$ cat src/hdl/rds_pkg.sv
// Shared codes, field widths and reset values for the defrost sequencer.
// No dependencies; used by the channel interfaces, the top level and the checker.
package rds_pkg;

  localparam int unsigned ElapsedW   = 16;
  localparam int unsigned TempW      = 12;
  localparam int unsigned PhaseW     = 3;
  localparam int unsigned SecondsW   = 23;
  localparam int unsigned CauseW     = 2;
  localparam int unsigned CountW     = 16;
  localparam int unsigned StreakW    = 8;
  localparam int unsigned CfgIndexW  = 3;
  localparam int unsigned CfgDataW   = 64;
  localparam int unsigned TimerW     = 32;
  localparam int unsigned SlotW      = 12;

  typedef logic [PhaseW-1:0] phase_t;

  localparam phase_t PhIdle   = 3'd0;
  localparam phase_t PhStab   = 3'd1;
  localparam phase_t PhValve  = 3'd2;
  localparam phase_t PhActive = 3'd3;
  localparam phase_t PhEqual  = 3'd4;
  localparam phase_t PhDrip   = 3'd5;
  localparam phase_t PhFan    = 3'd6;

  localparam logic [1:0] KindNatural = 2'd0;
  localparam logic [1:0] KindHeater  = 2'd1;
  localparam logic [1:0] KindHotGas  = 2'd2;

  localparam logic [1:0] CountRealTime = 2'd1;

  localparam logic [1:0] StartTimer  = 2'd0;
  localparam logic [1:0] StartDemand = 2'd1;
  localparam logic [1:0] StartBoth   = 2'd2;
  localparam logic [1:0] StartNone   = 2'd3;

  localparam logic [CauseW-1:0] CauseNone    = 2'd0;
  localparam logic [CauseW-1:0] CauseTemp    = 2'd1;
  localparam logic [CauseW-1:0] CauseTimeout = 2'd2;

  localparam logic [CfgIndexW-1:0] CfgKind      = 3'd0;
  localparam logic [CfgIndexW-1:0] CfgCountMode = 3'd1;
  localparam logic [CfgIndexW-1:0] CfgStartMode = 3'd2;
  localparam logic [CfgIndexW-1:0] CfgEndThr    = 3'd3;
  localparam logic [CfgIndexW-1:0] CfgDemandThr = 3'd4;
  localparam logic [CfgIndexW-1:0] CfgFanThr    = 3'd5;
  localparam logic [CfgIndexW-1:0] CfgLongTimes = 3'd6;
  localparam logic [CfgIndexW-1:0] CfgPhaseSec  = 3'd7;

  localparam logic [1:0]        KindRst      = KindNatural;
  localparam logic [1:0]        CountModeRst = CountRealTime;
  localparam logic [1:0]        StartModeRst = StartTimer;
  localparam logic signed [11:0] EndThrRst    = 12'sd80;
  localparam logic signed [11:0] DemandThrRst = -12'sd250;
  localparam logic signed [11:0] FanThrRst    = -12'sd50;
  localparam logic [63:0]       LongTimesRst = 64'd7730941161600000;
  localparam logic [59:0]       PhaseSecRst  = 60'd33785245052448798;

  localparam logic [StreakW-1:0] AlarmStreak = 8'd3;

  // floor(x / 1000) for any 32-bit x is (x * Div1000Magic) >> Div1000Shift
  localparam int unsigned   MagicW       = 29;
  localparam logic [28:0]   Div1000Magic = 29'h10624DD3;
  localparam int unsigned   Div1000Shift = 38;
  localparam logic [9:0]    MsPerSecond  = 10'd1000;

endpackage

$ cat src/hdl/rds_if.sv
// Input and result channel interfaces of the defrost sequencer.
// Depends on rds_pkg for field widths.
interface rds_in_if;
  logic                                 valid;
  logic                                 ready;
  logic [rds_pkg::ElapsedW-1:0]         elapsed_ms;
  logic signed [rds_pkg::TempW-1:0]     evap_temperature;
  logic                                 evap_sensor_good;
  logic                                 compressor_running;
  logic                                 protection_lockout;
  logic                                 manual_request;

  modport source (
    output valid, elapsed_ms, evap_temperature, evap_sensor_good,
           compressor_running, protection_lockout, manual_request,
    input  ready
  );
  modport sink (
    input  valid, elapsed_ms, evap_temperature, evap_sensor_good,
           compressor_running, protection_lockout, manual_request,
    output ready
  );
endinterface

interface rds_out_if;
  logic                              valid;
  logic                              ready;
  logic [rds_pkg::PhaseW-1:0]        phase_code;
  logic                              defrost_running;
  logic                              want_compressor;
  logic                              want_heater;
  logic                              want_condenser_fan;
  logic                              want_gas_valve;
  logic [rds_pkg::SecondsW-1:0]      phase_elapsed_s;
  logic [rds_pkg::SecondsW-1:0]      interval_elapsed_s;
  logic [rds_pkg::CauseW-1:0]        end_cause;
  logic [rds_pkg::CountW-1:0]        cycles_done;
  logic [rds_pkg::StreakW-1:0]       timeouts_in_row;
  logic                              timeout_alarm;

  modport source (
    output valid, phase_code, defrost_running, want_compressor, want_heater,
           want_condenser_fan, want_gas_valve, phase_elapsed_s, interval_elapsed_s,
           end_cause, cycles_done, timeouts_in_row, timeout_alarm,
    input  ready
  );
  modport sink (
    input  valid, phase_code, defrost_running, want_compressor, want_heater,
           want_condenser_fan, want_gas_valve, phase_elapsed_s, interval_elapsed_s,
           end_cause, cycles_done, timeouts_in_row, timeout_alarm,
    output ready
  );
endinterface

$ cat src/hdl/refrigeration_defrost_sequencer_unit.sv
// Top level of the refrigeration defrost sequencer: phase state, timers, relay requests.
// Depends on rds_pkg and the channel interfaces in rds_if.sv.
//
//   channel  direction  handshake      contents
//   in_ch    sink       valid/ready    elapsed time, evaporator reading, flags
//   out_ch   source     valid/ready    phase, relay requests, timers, counters
//   cfg_*    sink       cfg_we only    register index and write data
//
// One transaction per cycle sustained while out_ch.ready is high; a transaction passes
// the snapshot stage and the output registers before out_ch.valid rises. The phase update
// is combinational ahead of the snapshot stage; the 32x29 reciprocal multiply that turns
// milliseconds into seconds feeds the output registers. rst_n is synchronous; it clears
// phase state, timers, counters and both stage valids, and loads register defaults.
// A stalled output keeps its transaction; the snapshot stage still takes one more behind it.
module refrigeration_defrost_sequencer_unit (
  input  logic                               clk,
  input  logic                               rst_n,
  input  logic                               cfg_we,
  input  logic [rds_pkg::CfgIndexW-1:0]      cfg_index,
  input  logic [rds_pkg::CfgDataW-1:0]       cfg_data,
  rds_in_if.sink                             in_ch,
  rds_out_if.source                          out_ch
);

  logic [1:0]                       kind_r;
  logic [1:0]                       count_mode_r;
  logic [1:0]                       start_mode_r;
  logic signed [rds_pkg::TempW-1:0] end_thr_r;
  logic signed [rds_pkg::TempW-1:0] dem_thr_r;
  logic signed [rds_pkg::TempW-1:0] fan_thr_r;
  logic [63:0]                      long_times_r;
  logic [59:0]                      phase_sec_r;

  rds_pkg::phase_t                  phase_r, phase_nxt;
  logic [rds_pkg::TimerW-1:0]       ptimer_r, ptimer_nxt;
  logic [rds_pkg::TimerW-1:0]       itimer_r, itimer_nxt;
  logic [rds_pkg::CountW-1:0]       done_r, done_nxt;
  logic [rds_pkg::StreakW-1:0]      streak_r, streak_nxt;
  logic [rds_pkg::CauseW-1:0]       cause_r, cause_nxt;

  logic                             s1_valid_r;
  rds_pkg::phase_t                  s1_phase_r;
  logic [rds_pkg::TimerW-1:0]       s1_ptimer_r;
  logic [rds_pkg::TimerW-1:0]       s1_itimer_r;
  logic [rds_pkg::CountW-1:0]       s1_done_r;
  logic [rds_pkg::StreakW-1:0]      s1_streak_r;
  logic [rds_pkg::CauseW-1:0]       s1_cause_r;

  logic                             out_valid_r;
  rds_pkg::phase_t                  out_phase_r;
  logic                             out_comp_r;
  logic                             out_heater_r;
  logic                             out_cfan_r;
  logic                             out_valve_r;
  logic [rds_pkg::SecondsW-1:0]     out_psec_r;
  logic [rds_pkg::SecondsW-1:0]     out_isec_r;
  logic [rds_pkg::CauseW-1:0]       out_cause_r;
  logic [rds_pkg::CountW-1:0]       out_done_r;
  logic [rds_pkg::StreakW-1:0]      out_streak_r;

  logic                             in_fire;
  logic                             out_load;

  logic signed [rds_pkg::TempW-1:0] evap;
  logic                             ok;
  logic                             idle_now;
  logic                             gas_kind;
  logic [rds_pkg::TimerW-1:0]       pt_add;
  logic [rds_pkg::TimerW-1:0]       it_add;
  logic [rds_pkg::TimerW-1:0]       interval_ms;
  logic [rds_pkg::TimerW-1:0]       max_ms;
  logic                             by_timer;
  logic                             by_demand;
  rds_pkg::phase_t                  start_phase;
  rds_pkg::phase_t                  after_active;
  logic [rds_pkg::CountW-1:0]       done_inc;
  logic                             s1_active_gas;

  function automatic logic [rds_pkg::TimerW-1:0] sat_add(
    input logic [rds_pkg::TimerW-1:0]   a,
    input logic [rds_pkg::ElapsedW-1:0] b
  );
    logic [rds_pkg::TimerW:0] s;
    s = {1'b0, a} + {{(rds_pkg::TimerW + 1 - rds_pkg::ElapsedW){1'b0}}, b};
    return s[rds_pkg::TimerW] ? {rds_pkg::TimerW{1'b1}} : s[rds_pkg::TimerW-1:0];
  endfunction

  function automatic logic [rds_pkg::TimerW-1:0] limit_ms(
    input logic [rds_pkg::SlotW-1:0] secs
  );
    logic [rds_pkg::TimerW-1:0] w;
    w = {{(rds_pkg::TimerW - rds_pkg::SlotW){1'b0}}, secs};
    return w * {{(rds_pkg::TimerW - 10){1'b0}}, rds_pkg::MsPerSecond};
  endfunction

  function automatic logic [rds_pkg::SecondsW-1:0] to_seconds(
    input logic [rds_pkg::TimerW-1:0] ms
  );
    logic [rds_pkg::TimerW+rds_pkg::MagicW-1:0] prod;
    prod = {{rds_pkg::MagicW{1'b0}}, ms}
         * {{rds_pkg::TimerW{1'b0}}, rds_pkg::Div1000Magic};
    return prod[rds_pkg::Div1000Shift +: rds_pkg::SecondsW];
  endfunction

  always_ff @(posedge clk) begin
    if (!rst_n) begin
      kind_r       <= rds_pkg::KindRst;
      count_mode_r <= rds_pkg::CountModeRst;
      start_mode_r <= rds_pkg::StartModeRst;
      end_thr_r    <= rds_pkg::EndThrRst;
      dem_thr_r    <= rds_pkg::DemandThrRst;
      fan_thr_r    <= rds_pkg::FanThrRst;
      long_times_r <= rds_pkg::LongTimesRst;
      phase_sec_r  <= rds_pkg::PhaseSecRst;
    end else if (cfg_we) begin
      unique case (cfg_index)
        rds_pkg::CfgKind:      kind_r       <= cfg_data[1:0];
        rds_pkg::CfgCountMode: count_mode_r <= cfg_data[1:0];
        rds_pkg::CfgStartMode: start_mode_r <= cfg_data[1:0];
        rds_pkg::CfgEndThr:    end_thr_r    <= cfg_data[rds_pkg::TempW-1:0];
        rds_pkg::CfgDemandThr: dem_thr_r    <= cfg_data[rds_pkg::TempW-1:0];
        rds_pkg::CfgFanThr:    fan_thr_r    <= cfg_data[rds_pkg::TempW-1:0];
        rds_pkg::CfgLongTimes: long_times_r <= cfg_data;
        rds_pkg::CfgPhaseSec:  phase_sec_r  <= cfg_data[59:0];
        default: ;
      endcase
    end
  end

  assign out_load    = s1_valid_r && (!out_valid_r || out_ch.ready);
  assign in_ch.ready = !s1_valid_r || out_load;
  assign in_fire     = in_ch.valid && in_ch.ready;

  assign evap         = in_ch.evap_temperature;
  assign ok           = in_ch.evap_sensor_good;
  assign idle_now     = (phase_r == rds_pkg::PhIdle) || (phase_r > rds_pkg::PhFan);
  assign gas_kind     = (kind_r == rds_pkg::KindHotGas);
  assign pt_add       = sat_add(ptimer_r, in_ch.elapsed_ms);
  assign interval_ms  = long_times_r[31:0];
  assign max_ms       = long_times_r[63:32];
  assign start_phase  = gas_kind ? rds_pkg::PhStab : rds_pkg::PhActive;
  assign after_active = gas_kind ? rds_pkg::PhEqual : rds_pkg::PhDrip;
  assign done_inc     = (done_r != {rds_pkg::CountW{1'b1}}) ? done_r + 1'b1 : done_r;
  assign it_add       = (count_mode_r == rds_pkg::CountRealTime || in_ch.compressor_running)
                      ? sat_add(itimer_r, in_ch.elapsed_ms) : itimer_r;
  assign by_timer     = (start_mode_r == rds_pkg::StartTimer ||
                         start_mode_r == rds_pkg::StartBoth) && (it_add >= interval_ms);
  assign by_demand    = (start_mode_r == rds_pkg::StartDemand ||
                         start_mode_r == rds_pkg::StartBoth) && ok && (evap < dem_thr_r);

  always_comb begin
    phase_nxt  = phase_r;
    ptimer_nxt = ptimer_r;
    itimer_nxt = itimer_r;
    done_nxt   = done_r;
    streak_nxt = streak_r;
    cause_nxt  = cause_r;
    if (in_ch.protection_lockout && !idle_now) begin
      phase_nxt  = rds_pkg::PhIdle;
      ptimer_nxt = '0;
    end else begin
      unique case (phase_r)
        rds_pkg::PhStab: begin
          ptimer_nxt = pt_add;
          if (pt_add >= limit_ms(phase_sec_r[0 +: rds_pkg::SlotW])) begin
            phase_nxt  = rds_pkg::PhValve;
            ptimer_nxt = '0;
          end
        end
        rds_pkg::PhValve: begin
          ptimer_nxt = pt_add;
          if (pt_add >= limit_ms(phase_sec_r[rds_pkg::SlotW +: rds_pkg::SlotW])) begin
            phase_nxt  = rds_pkg::PhActive;
            ptimer_nxt = '0;
          end
        end
        rds_pkg::PhActive: begin
          ptimer_nxt = pt_add;
          if (ok && evap >= end_thr_r) begin
            streak_nxt = '0;
            cause_nxt  = rds_pkg::CauseTemp;
            done_nxt   = done_inc;
            phase_nxt  = after_active;
            ptimer_nxt = '0;
          end else if (pt_add >= max_ms) begin
            streak_nxt = (streak_r != {rds_pkg::StreakW{1'b1}}) ? streak_r + 1'b1 : streak_r;
            cause_nxt  = rds_pkg::CauseTimeout;
            done_nxt   = done_inc;
            phase_nxt  = after_active;
            ptimer_nxt = '0;
          end
        end
        rds_pkg::PhEqual: begin
          ptimer_nxt = pt_add;
          if (pt_add >= limit_ms(phase_sec_r[2*rds_pkg::SlotW +: rds_pkg::SlotW])) begin
            phase_nxt  = rds_pkg::PhDrip;
            ptimer_nxt = '0;
          end
        end
        rds_pkg::PhDrip: begin
          ptimer_nxt = pt_add;
          if (pt_add >= limit_ms(phase_sec_r[3*rds_pkg::SlotW +: rds_pkg::SlotW])) begin
            phase_nxt  = rds_pkg::PhFan;
            ptimer_nxt = '0;
          end
        end
        rds_pkg::PhFan: begin
          ptimer_nxt = pt_add;
          if ((ok && evap < fan_thr_r) ||
              pt_add >= limit_ms(phase_sec_r[4*rds_pkg::SlotW +: rds_pkg::SlotW])) begin
            phase_nxt  = rds_pkg::PhIdle;
            ptimer_nxt = '0;
          end
        end
        default: begin
          phase_nxt = rds_pkg::PhIdle;
          if (in_ch.manual_request) begin
            itimer_nxt = '0;
            phase_nxt  = start_phase;
            ptimer_nxt = '0;
          end else if (start_mode_r != rds_pkg::StartNone) begin
            itimer_nxt = it_add;
            if (by_timer || by_demand) begin
              itimer_nxt = '0;
              if (!(ok && evap > end_thr_r)) begin
                phase_nxt  = start_phase;
                ptimer_nxt = '0;
              end
            end
          end
        end
      endcase
    end
  end

  always_ff @(posedge clk) begin
    if (!rst_n) begin
      phase_r  <= rds_pkg::PhIdle;
      ptimer_r <= '0;
      itimer_r <= '0;
      done_r   <= '0;
      streak_r <= '0;
      cause_r  <= rds_pkg::CauseNone;
    end else if (in_fire) begin
      phase_r  <= phase_nxt;
      ptimer_r <= ptimer_nxt;
      itimer_r <= itimer_nxt;
      done_r   <= done_nxt;
      streak_r <= streak_nxt;
      cause_r  <= cause_nxt;
    end
  end

  always_ff @(posedge clk) begin
    if (!rst_n) begin
      s1_valid_r <= 1'b0;
    end else if (in_fire) begin
      s1_valid_r <= 1'b1;
    end else if (out_load) begin
      s1_valid_r <= 1'b0;
    end
  end

  always_ff @(posedge clk) begin
    if (in_fire) begin
      s1_phase_r  <= phase_nxt;
      s1_ptimer_r <= ptimer_nxt;
      s1_itimer_r <= itimer_nxt;
      s1_done_r   <= done_nxt;
      s1_streak_r <= streak_nxt;
      s1_cause_r  <= cause_nxt;
    end
  end

  assign s1_active_gas = (s1_phase_r == rds_pkg::PhActive) && (kind_r >= rds_pkg::KindHotGas);

  always_ff @(posedge clk) begin
    if (!rst_n) begin
      out_valid_r <= 1'b0;
    end else if (out_load) begin
      out_valid_r <= 1'b1;
    end else if (out_ch.ready) begin
      out_valid_r <= 1'b0;
    end
  end

  always_ff @(posedge clk) begin
    if (out_load) begin
      out_phase_r  <= s1_phase_r;
      out_comp_r   <= s1_active_gas || (s1_phase_r == rds_pkg::PhFan);
      out_heater_r <= (s1_phase_r == rds_pkg::PhActive) && (kind_r == rds_pkg::KindHeater);
      out_cfan_r   <= (s1_phase_r == rds_pkg::PhFan);
      out_valve_r  <= s1_active_gas || (s1_phase_r == rds_pkg::PhValve);
      out_psec_r   <= to_seconds(s1_ptimer_r);
      out_isec_r   <= to_seconds(s1_itimer_r);
      out_cause_r  <= s1_cause_r;
      out_done_r   <= s1_done_r;
      out_streak_r <= s1_streak_r;
    end
  end

  assign out_ch.valid              = out_valid_r;
  assign out_ch.phase_code         = out_phase_r;
  assign out_ch.defrost_running    = (out_phase_r != rds_pkg::PhIdle);
  assign out_ch.want_compressor    = out_comp_r;
  assign out_ch.want_heater        = out_heater_r;
  assign out_ch.want_condenser_fan = out_cfan_r;
  assign out_ch.want_gas_valve     = out_valve_r;
  assign out_ch.phase_elapsed_s    = out_psec_r;
  assign out_ch.interval_elapsed_s = out_isec_r;
  assign out_ch.end_cause          = out_cause_r;
  assign out_ch.cycles_done        = out_done_r;
  assign out_ch.timeouts_in_row    = out_streak_r;
  assign out_ch.timeout_alarm      = (out_streak_r >= rds_pkg::AlarmStreak);

endmodule

$ cat src/flat_wrapper.sv
// flat-port wrapper written by rule: the top's interface ports become plain ports
module refrigeration_defrost_sequencer_unit_flat 
  (clk, rst_n, cfg_we, cfg_index, cfg_data, in_ch_valid, in_ch_elapsed_ms, in_ch_evap_temperature, in_ch_evap_sensor_good, in_ch_compressor_running, in_ch_protection_lockout, in_ch_manual_request, in_ch_ready, out_ch_valid, out_ch_phase_code, out_ch_defrost_running, out_ch_want_compressor, out_ch_want_heater, out_ch_want_condenser_fan, out_ch_want_gas_valve, out_ch_phase_elapsed_s, out_ch_interval_elapsed_s, out_ch_end_cause, out_ch_cycles_done, out_ch_timeouts_in_row, out_ch_timeout_alarm, out_ch_ready);
  rds_in_if in_ch_i ();
  rds_out_if out_ch_i ();
  input  logic clk;
  input  logic rst_n;
  input  logic cfg_we;
  input  logic [rds_pkg::CfgIndexW-1:0] cfg_index;
  input  logic [rds_pkg::CfgDataW-1:0] cfg_data;
  input wire logic [$bits(in_ch_i.valid)-1:0] in_ch_valid;
  input wire logic [$bits(in_ch_i.elapsed_ms)-1:0] in_ch_elapsed_ms;
  input wire logic [$bits(in_ch_i.evap_temperature)-1:0] in_ch_evap_temperature;
  input wire logic [$bits(in_ch_i.evap_sensor_good)-1:0] in_ch_evap_sensor_good;
  input wire logic [$bits(in_ch_i.compressor_running)-1:0] in_ch_compressor_running;
  input wire logic [$bits(in_ch_i.protection_lockout)-1:0] in_ch_protection_lockout;
  input wire logic [$bits(in_ch_i.manual_request)-1:0] in_ch_manual_request;
  output wire logic [$bits(in_ch_i.ready)-1:0] in_ch_ready;
  output wire logic [$bits(out_ch_i.valid)-1:0] out_ch_valid;
  output wire logic [$bits(out_ch_i.phase_code)-1:0] out_ch_phase_code;
  output wire logic [$bits(out_ch_i.defrost_running)-1:0] out_ch_defrost_running;
  output wire logic [$bits(out_ch_i.want_compressor)-1:0] out_ch_want_compressor;
  output wire logic [$bits(out_ch_i.want_heater)-1:0] out_ch_want_heater;
  output wire logic [$bits(out_ch_i.want_condenser_fan)-1:0] out_ch_want_condenser_fan;
  output wire logic [$bits(out_ch_i.want_gas_valve)-1:0] out_ch_want_gas_valve;
  output wire logic [$bits(out_ch_i.phase_elapsed_s)-1:0] out_ch_phase_elapsed_s;
  output wire logic [$bits(out_ch_i.interval_elapsed_s)-1:0] out_ch_interval_elapsed_s;
  output wire logic [$bits(out_ch_i.end_cause)-1:0] out_ch_end_cause;
  output wire logic [$bits(out_ch_i.cycles_done)-1:0] out_ch_cycles_done;
  output wire logic [$bits(out_ch_i.timeouts_in_row)-1:0] out_ch_timeouts_in_row;
  output wire logic [$bits(out_ch_i.timeout_alarm)-1:0] out_ch_timeout_alarm;
  input wire logic [$bits(out_ch_i.ready)-1:0] out_ch_ready;
  assign in_ch_i.valid = in_ch_valid;
  assign in_ch_i.elapsed_ms = in_ch_elapsed_ms;
  assign in_ch_i.evap_temperature = in_ch_evap_temperature;
  assign in_ch_i.evap_sensor_good = in_ch_evap_sensor_good;
  assign in_ch_i.compressor_running = in_ch_compressor_running;
  assign in_ch_i.protection_lockout = in_ch_protection_lockout;
  assign in_ch_i.manual_request = in_ch_manual_request;
  assign in_ch_ready = in_ch_i.ready;
  assign out_ch_valid = out_ch_i.valid;
  assign out_ch_phase_code = out_ch_i.phase_code;
  assign out_ch_defrost_running = out_ch_i.defrost_running;
  assign out_ch_want_compressor = out_ch_i.want_compressor;
  assign out_ch_want_heater = out_ch_i.want_heater;
  assign out_ch_want_condenser_fan = out_ch_i.want_condenser_fan;
  assign out_ch_want_gas_valve = out_ch_i.want_gas_valve;
  assign out_ch_phase_elapsed_s = out_ch_i.phase_elapsed_s;
  assign out_ch_interval_elapsed_s = out_ch_i.interval_elapsed_s;
  assign out_ch_end_cause = out_ch_i.end_cause;
  assign out_ch_cycles_done = out_ch_i.cycles_done;
  assign out_ch_timeouts_in_row = out_ch_i.timeouts_in_row;
  assign out_ch_timeout_alarm = out_ch_i.timeout_alarm;
  assign out_ch_i.ready = out_ch_ready;
  refrigeration_defrost_sequencer_unit u_core (.clk(clk), .rst_n(rst_n), .cfg_we(cfg_we), .cfg_index(cfg_index), .cfg_data(cfg_data), .in_ch(in_ch_i), .out_ch(out_ch_i));
endmodule
$ cat config.mk
export PLATFORM = sky130hd
export DESIGN_NAME = refrigeration_defrost_sequencer_unit_flat
export DESIGN_NICKNAME = d
export VERILOG_FILES = /design/src/hdl/rds_pkg.sv /design/src/hdl/rds_if.sv /design/src/hdl/refrigeration_defrost_sequencer_unit.sv /design/src/flat_wrapper.sv
export SDC_FILE = /design/constraint.sdc
export NUM_CORES = 2
export LEC_CHECK = 0
export BUFFER_PORTS_ARGS = -buffer_cell sky130_fd_sc_hd__buf_2
export CAP_MARGIN = 0
export CORE_ASPECT_RATIO = 0.6
export CORE_MARGIN = 5
export CORE_UTILIZATION = 23
export CTS_CLUSTER_DIAMETER = 50
export CTS_CLUSTER_SIZE = 12
export DETAILED_ROUTE_END_ITERATION = 8
export GPL_ROUTABILITY_DRIVEN = 0
export PLACE_DENSITY_LB_ADDON = 0.08
export SETUP_SLACK_MARGIN = 0.1
export SKIP_LAST_GASP = 1
export SYNTH_ARGS = -nofsm -noshare
export SYNTH_HDL_FRONTEND = slang
export SYNTH_SLANG_ARGS = --single-unit
$ cat constraint.sdc
create_clock -name clk -period 19.3 [get_ports clk]
set_input_delay 0.965 -clock clk [delete_from_list [all_inputs] [get_ports clk]]
set_output_delay 0.965 -clock clk [all_outputs]
set_load 0.01 [all_outputs]
==> metrics.csv <==
stage,metric,value,unit
status,status,finished clean,
critical_path,critical path peak fanout,37,
drt,post-DR wirelength/cell,22.10,um
die,I/O Pins,187,
drt,Vias per Instance,4.411,
global_routing,initial antenna violation count,25,
timing,Clock Skews,0.05303,ns
logic_synthesis,asr flop ratio synth,0,
global_routing,largest net degree at the start of global routing,72,
logic_synthesis,Yosys top cell area share,0.2606,
clock_network,clock transition at the registers of the reported paths,0.06,ns
placed_design,IO buf count,186,
critical_path,Setup crit start kind,flop,
cells_and_area,share of layout cells above drive strength 1,0.06906,
drt,DR iter-0 viols,2623,
timing,Slew HR,0.1460,
logic_synthesis,Post-Syn Nets,8299,
global_routing,GRT Max-Usage Layer,met1,
die,Core Region,261100,sq um
drt,vias,43734,
critical_path,CP max stage delay,1.04,ns
timing,Slew @ Worst Pin,1.275,ns
timing,Setup Total Neg Slack,0,ns
pwr,VDD IR max,0.2911,mV
cells_and_area,"Area growth, synth to finish",13.10,%
run,Max Cap Viol,0,
drt,First-pass DRT Iterations,8,
logic_synthesis,most frequent cell after synthesis,inv_1,
global_routing,Global Route met1 Usage,0.2650,
global_routing,Congestion Overflow GR,0,
die,Die H,407.4,um
pwr,P_leak,33.33,nW
die,num rows,145,
clock_network,Clock Latency Late Sink,0.71,ns
logic_synthesis,Yosys warning total,0,
drt,final wirelength,219100,um
die,initial core utilization,0.2318,
logic_synthesis,Cells after Synth,6181,
critical_path,CP most frequent cell,fa_1,
clock_network,Post-CTS Resized,0,
cells_and_area,Post-Layout Cell Count,9914,
global_routing,first-pass GRT wire length,321800,um
logic_synthesis,post-synthesis sequential area ratio,0.1717,
logic_synthesis,synth cell count leaders,"inv_1 (1294), ha_1 (1226), fa_1 (788)",
logic_synthesis,Syn Area/Cell,9.792,sq um
critical_path,Critical Path RT,19.71,ns
placed_design,DP Cell Count,9781,
clock_network,clk buf depth,3,
timing,Final Max Slew Viols,0,
placed_design,HPWL after DPL,182800,um
clock_network,Root Driver,clkbuf_16,
timing,setup violators final,0,
pwr,Power Dens Cells,201.2,nW/um^2
die,die width,672.3,um
critical_path,Worst EP arrival,9.58,ns
clock_network,Post-CTS Setup Bufs,0,
logic_synthesis,Post-synth top flop,dfxtp_1,
min_path,HP Class,reg -> reg,
global_routing,aggregate global-route resource usage,0.1591,
timing,fmax,109.1,MHz
logic_synthesis,Netlist Area Pre-Place,60530,sq um
die,die area,273800,sq um
logic_synthesis,Post-synth EDFFs,172,
logic_synthesis,Yosys cell types,73,
global_routing,vias in the first global route,45076,
clock_network,cts hold-fix bufs,0,
critical_path,slowest CP cell,a2111oi_1,
clock_network,CTS buffer count,71,
clock_network,H-tree levels,3,
timing,final period utilization,0.4747,
logic_synthesis,synth top area cells,"fa_1 (26%), ha_1 (25%), dfxtp_1 (8.6%), edfxtp_1 (8.5%), inv_1 (8.0%)",
timing,final worst path period need,9.163,ns
timing,Hold Slack,0.4179,ns
timing,unrepaired setup endpoints after global routing,false,
logic_synthesis,cell taking the most area after synthesis,fa_1,
global_routing,met3 Use GR,0.03020,
drt,remaining antenna violation count,0,
timing,Final Hold Vio Count,0,
clock_network,CTS tree,done,
global_routing,grt met2 use,0.2077,
critical_path,CP Class,reg -> reg,
drt,DRC violation count after routing,0,
logic_synthesis,Yosys reg bits,433,
critical_path,crit end category,flop,
clock_network,clock sinks,433,
cells_and_area,Final #Nets,8518,
==> report_power, final <==
| group | total (W) | internal (W) | switching [W] |
|---|---|---|---|
| clock | 0.00136 | 0.000771 | 0.000593 |
| sequential | 0.00123 | 0.00114 | 0.0000904 |
| combinational | 0.0112 | 0.00470 | 0.00647 |
| total | 0.0138 | 0.00662 | 0.00716 |
==> final timing paths <==
path                                         to             startpoint  cells past startpoint  slack, ns
setup / recovery         u_core.s1_ptimer_r[24]  u_core.phase_sec_r[0]                     26      10.14
hold / removal    u_core.out_ch.cycles_done[14]   u_core.s1_done_r[14]                      0       0.42
setup reg to reg         u_core.s1_ptimer_r[24]  u_core.phase_sec_r[0]                     26      10.14
hold reg to reg   u_core.out_ch.cycles_done[14]   u_core.s1_done_r[14]                      0       0.42
==> cells in the final DEF (no fill, tap or decap), types with 19 or more instances in the layout <==
| master | instances |
|---|---|
| buf_2 | 185 |
| a21o_1 | 87 |
| buf_4 | 84 |
| xor2_1 | 78 |
| nand2_1 | 471 |
| a211oi_1 | 31 |
| and3_1 | 32 |
| o211ai_1 | 81 |
| edfxtp_1 | 172 |
| or3_1 | 23 |
| clkbuf_16 | 71 |
| nand4_1 | 50 |
| o2bb2ai_1 | 22 |
| and2_1 | 27 |
| a21oi_1 | 311 |
| nor2b_1 | 42 |
| inv_1 | 1292 |
| nand2b_1 | 38 |
| nor3_1 | 64 |
| xnor2_1 | 100 |
| a32o_1 | 33 |
| a31oi_1 | 38 |
| dfxtp_1 | 261 |
| o21ai_0 | 174 |
| nor2_1 | 197 |
| o21a_1 | 38 |
| a22o_1 | 35 |
| fa_1 | 788 |
| a211o_1 | 19 |
| nand3_1 | 81 |
| nor4_1 | 24 |
| ha_1 | 1226 |
==> flip-flops by register name (all words and copies together) (netlist names), 23 cells and up <==
register	cells
u_core.long_times_r	64
u_core.phase_sec_r	60
u_core.itimer_r	32
u_core.ptimer_r	32
u_core.s1_itimer_r	32
u_core.s1_ptimer_r	32
u_core.out_ch.interval_elapsed_s	23
u_core.out_ch.phase_elapsed_s	23
==> critical path, delay by kind of cell, from the launching register on <==
family	cells	cell delay, ns
buffers and inverters	3	0.20
adders and majority gates	6	2.68
AOI/OAI and AO/OA	11	3.80
DFF	1	0.41
and+or+nand+nor	5	1.62
xor gates and xnor gates	1	0.12
==> layout make-up <==
type,instances,area (sq um)
Fill cell,27865,192600
Multi-Input combinational cell,4331,44840
Sequential cell,433,10390
Inverter,1294,4865
Tap cell,3454,4322
Clock buffer,80,1841
Timing Repair Buffer,269,1556
Clock inverter,51,631.9
Antenna cell,2,5.005
==> per-layer routing <==
layer	wire length (um)	vias to the layer above
met5	0	-
met4	3361	0
met3	11430	150
met2	80780	863
met1	123500	21582
li1	-	21139
==> cells by family after synthesis <==
kind of cell / share of synthesized area
AO/OA/AOI/OAI: 0.1139
XOR/XNOR: 0.02576
adder cells (fa/ha/maj): 0.5141
buffers and inverters: 0.08866
flip-flops: 0.1717
multiplexers: 0.001902
AND/OR/NAND/NOR: 0.08401
==> through the flow <==
| stage | util | area (sq um) | total power [W] | setup slack (ns) |
|---|---|---|---|---|
| after floorplan | - | 60530 | 0.008772 | 12.40 |
| after global placement | 0.2527 | 65970 | 0.01258 | 9.570 |
| after detailed placement | 0.2527 | 65980 | 0.01237 | 10.01 |
| after CTS | 0.2622 | 68450 | 0.01390 | 10.15 |
| after global routing | 0.2622 | 68450 | 0.01555 | 9.644 |
| final | 0.2622 | 68450 | 0.01378 | 10.14 |
(Power assumes the default switching activity.)
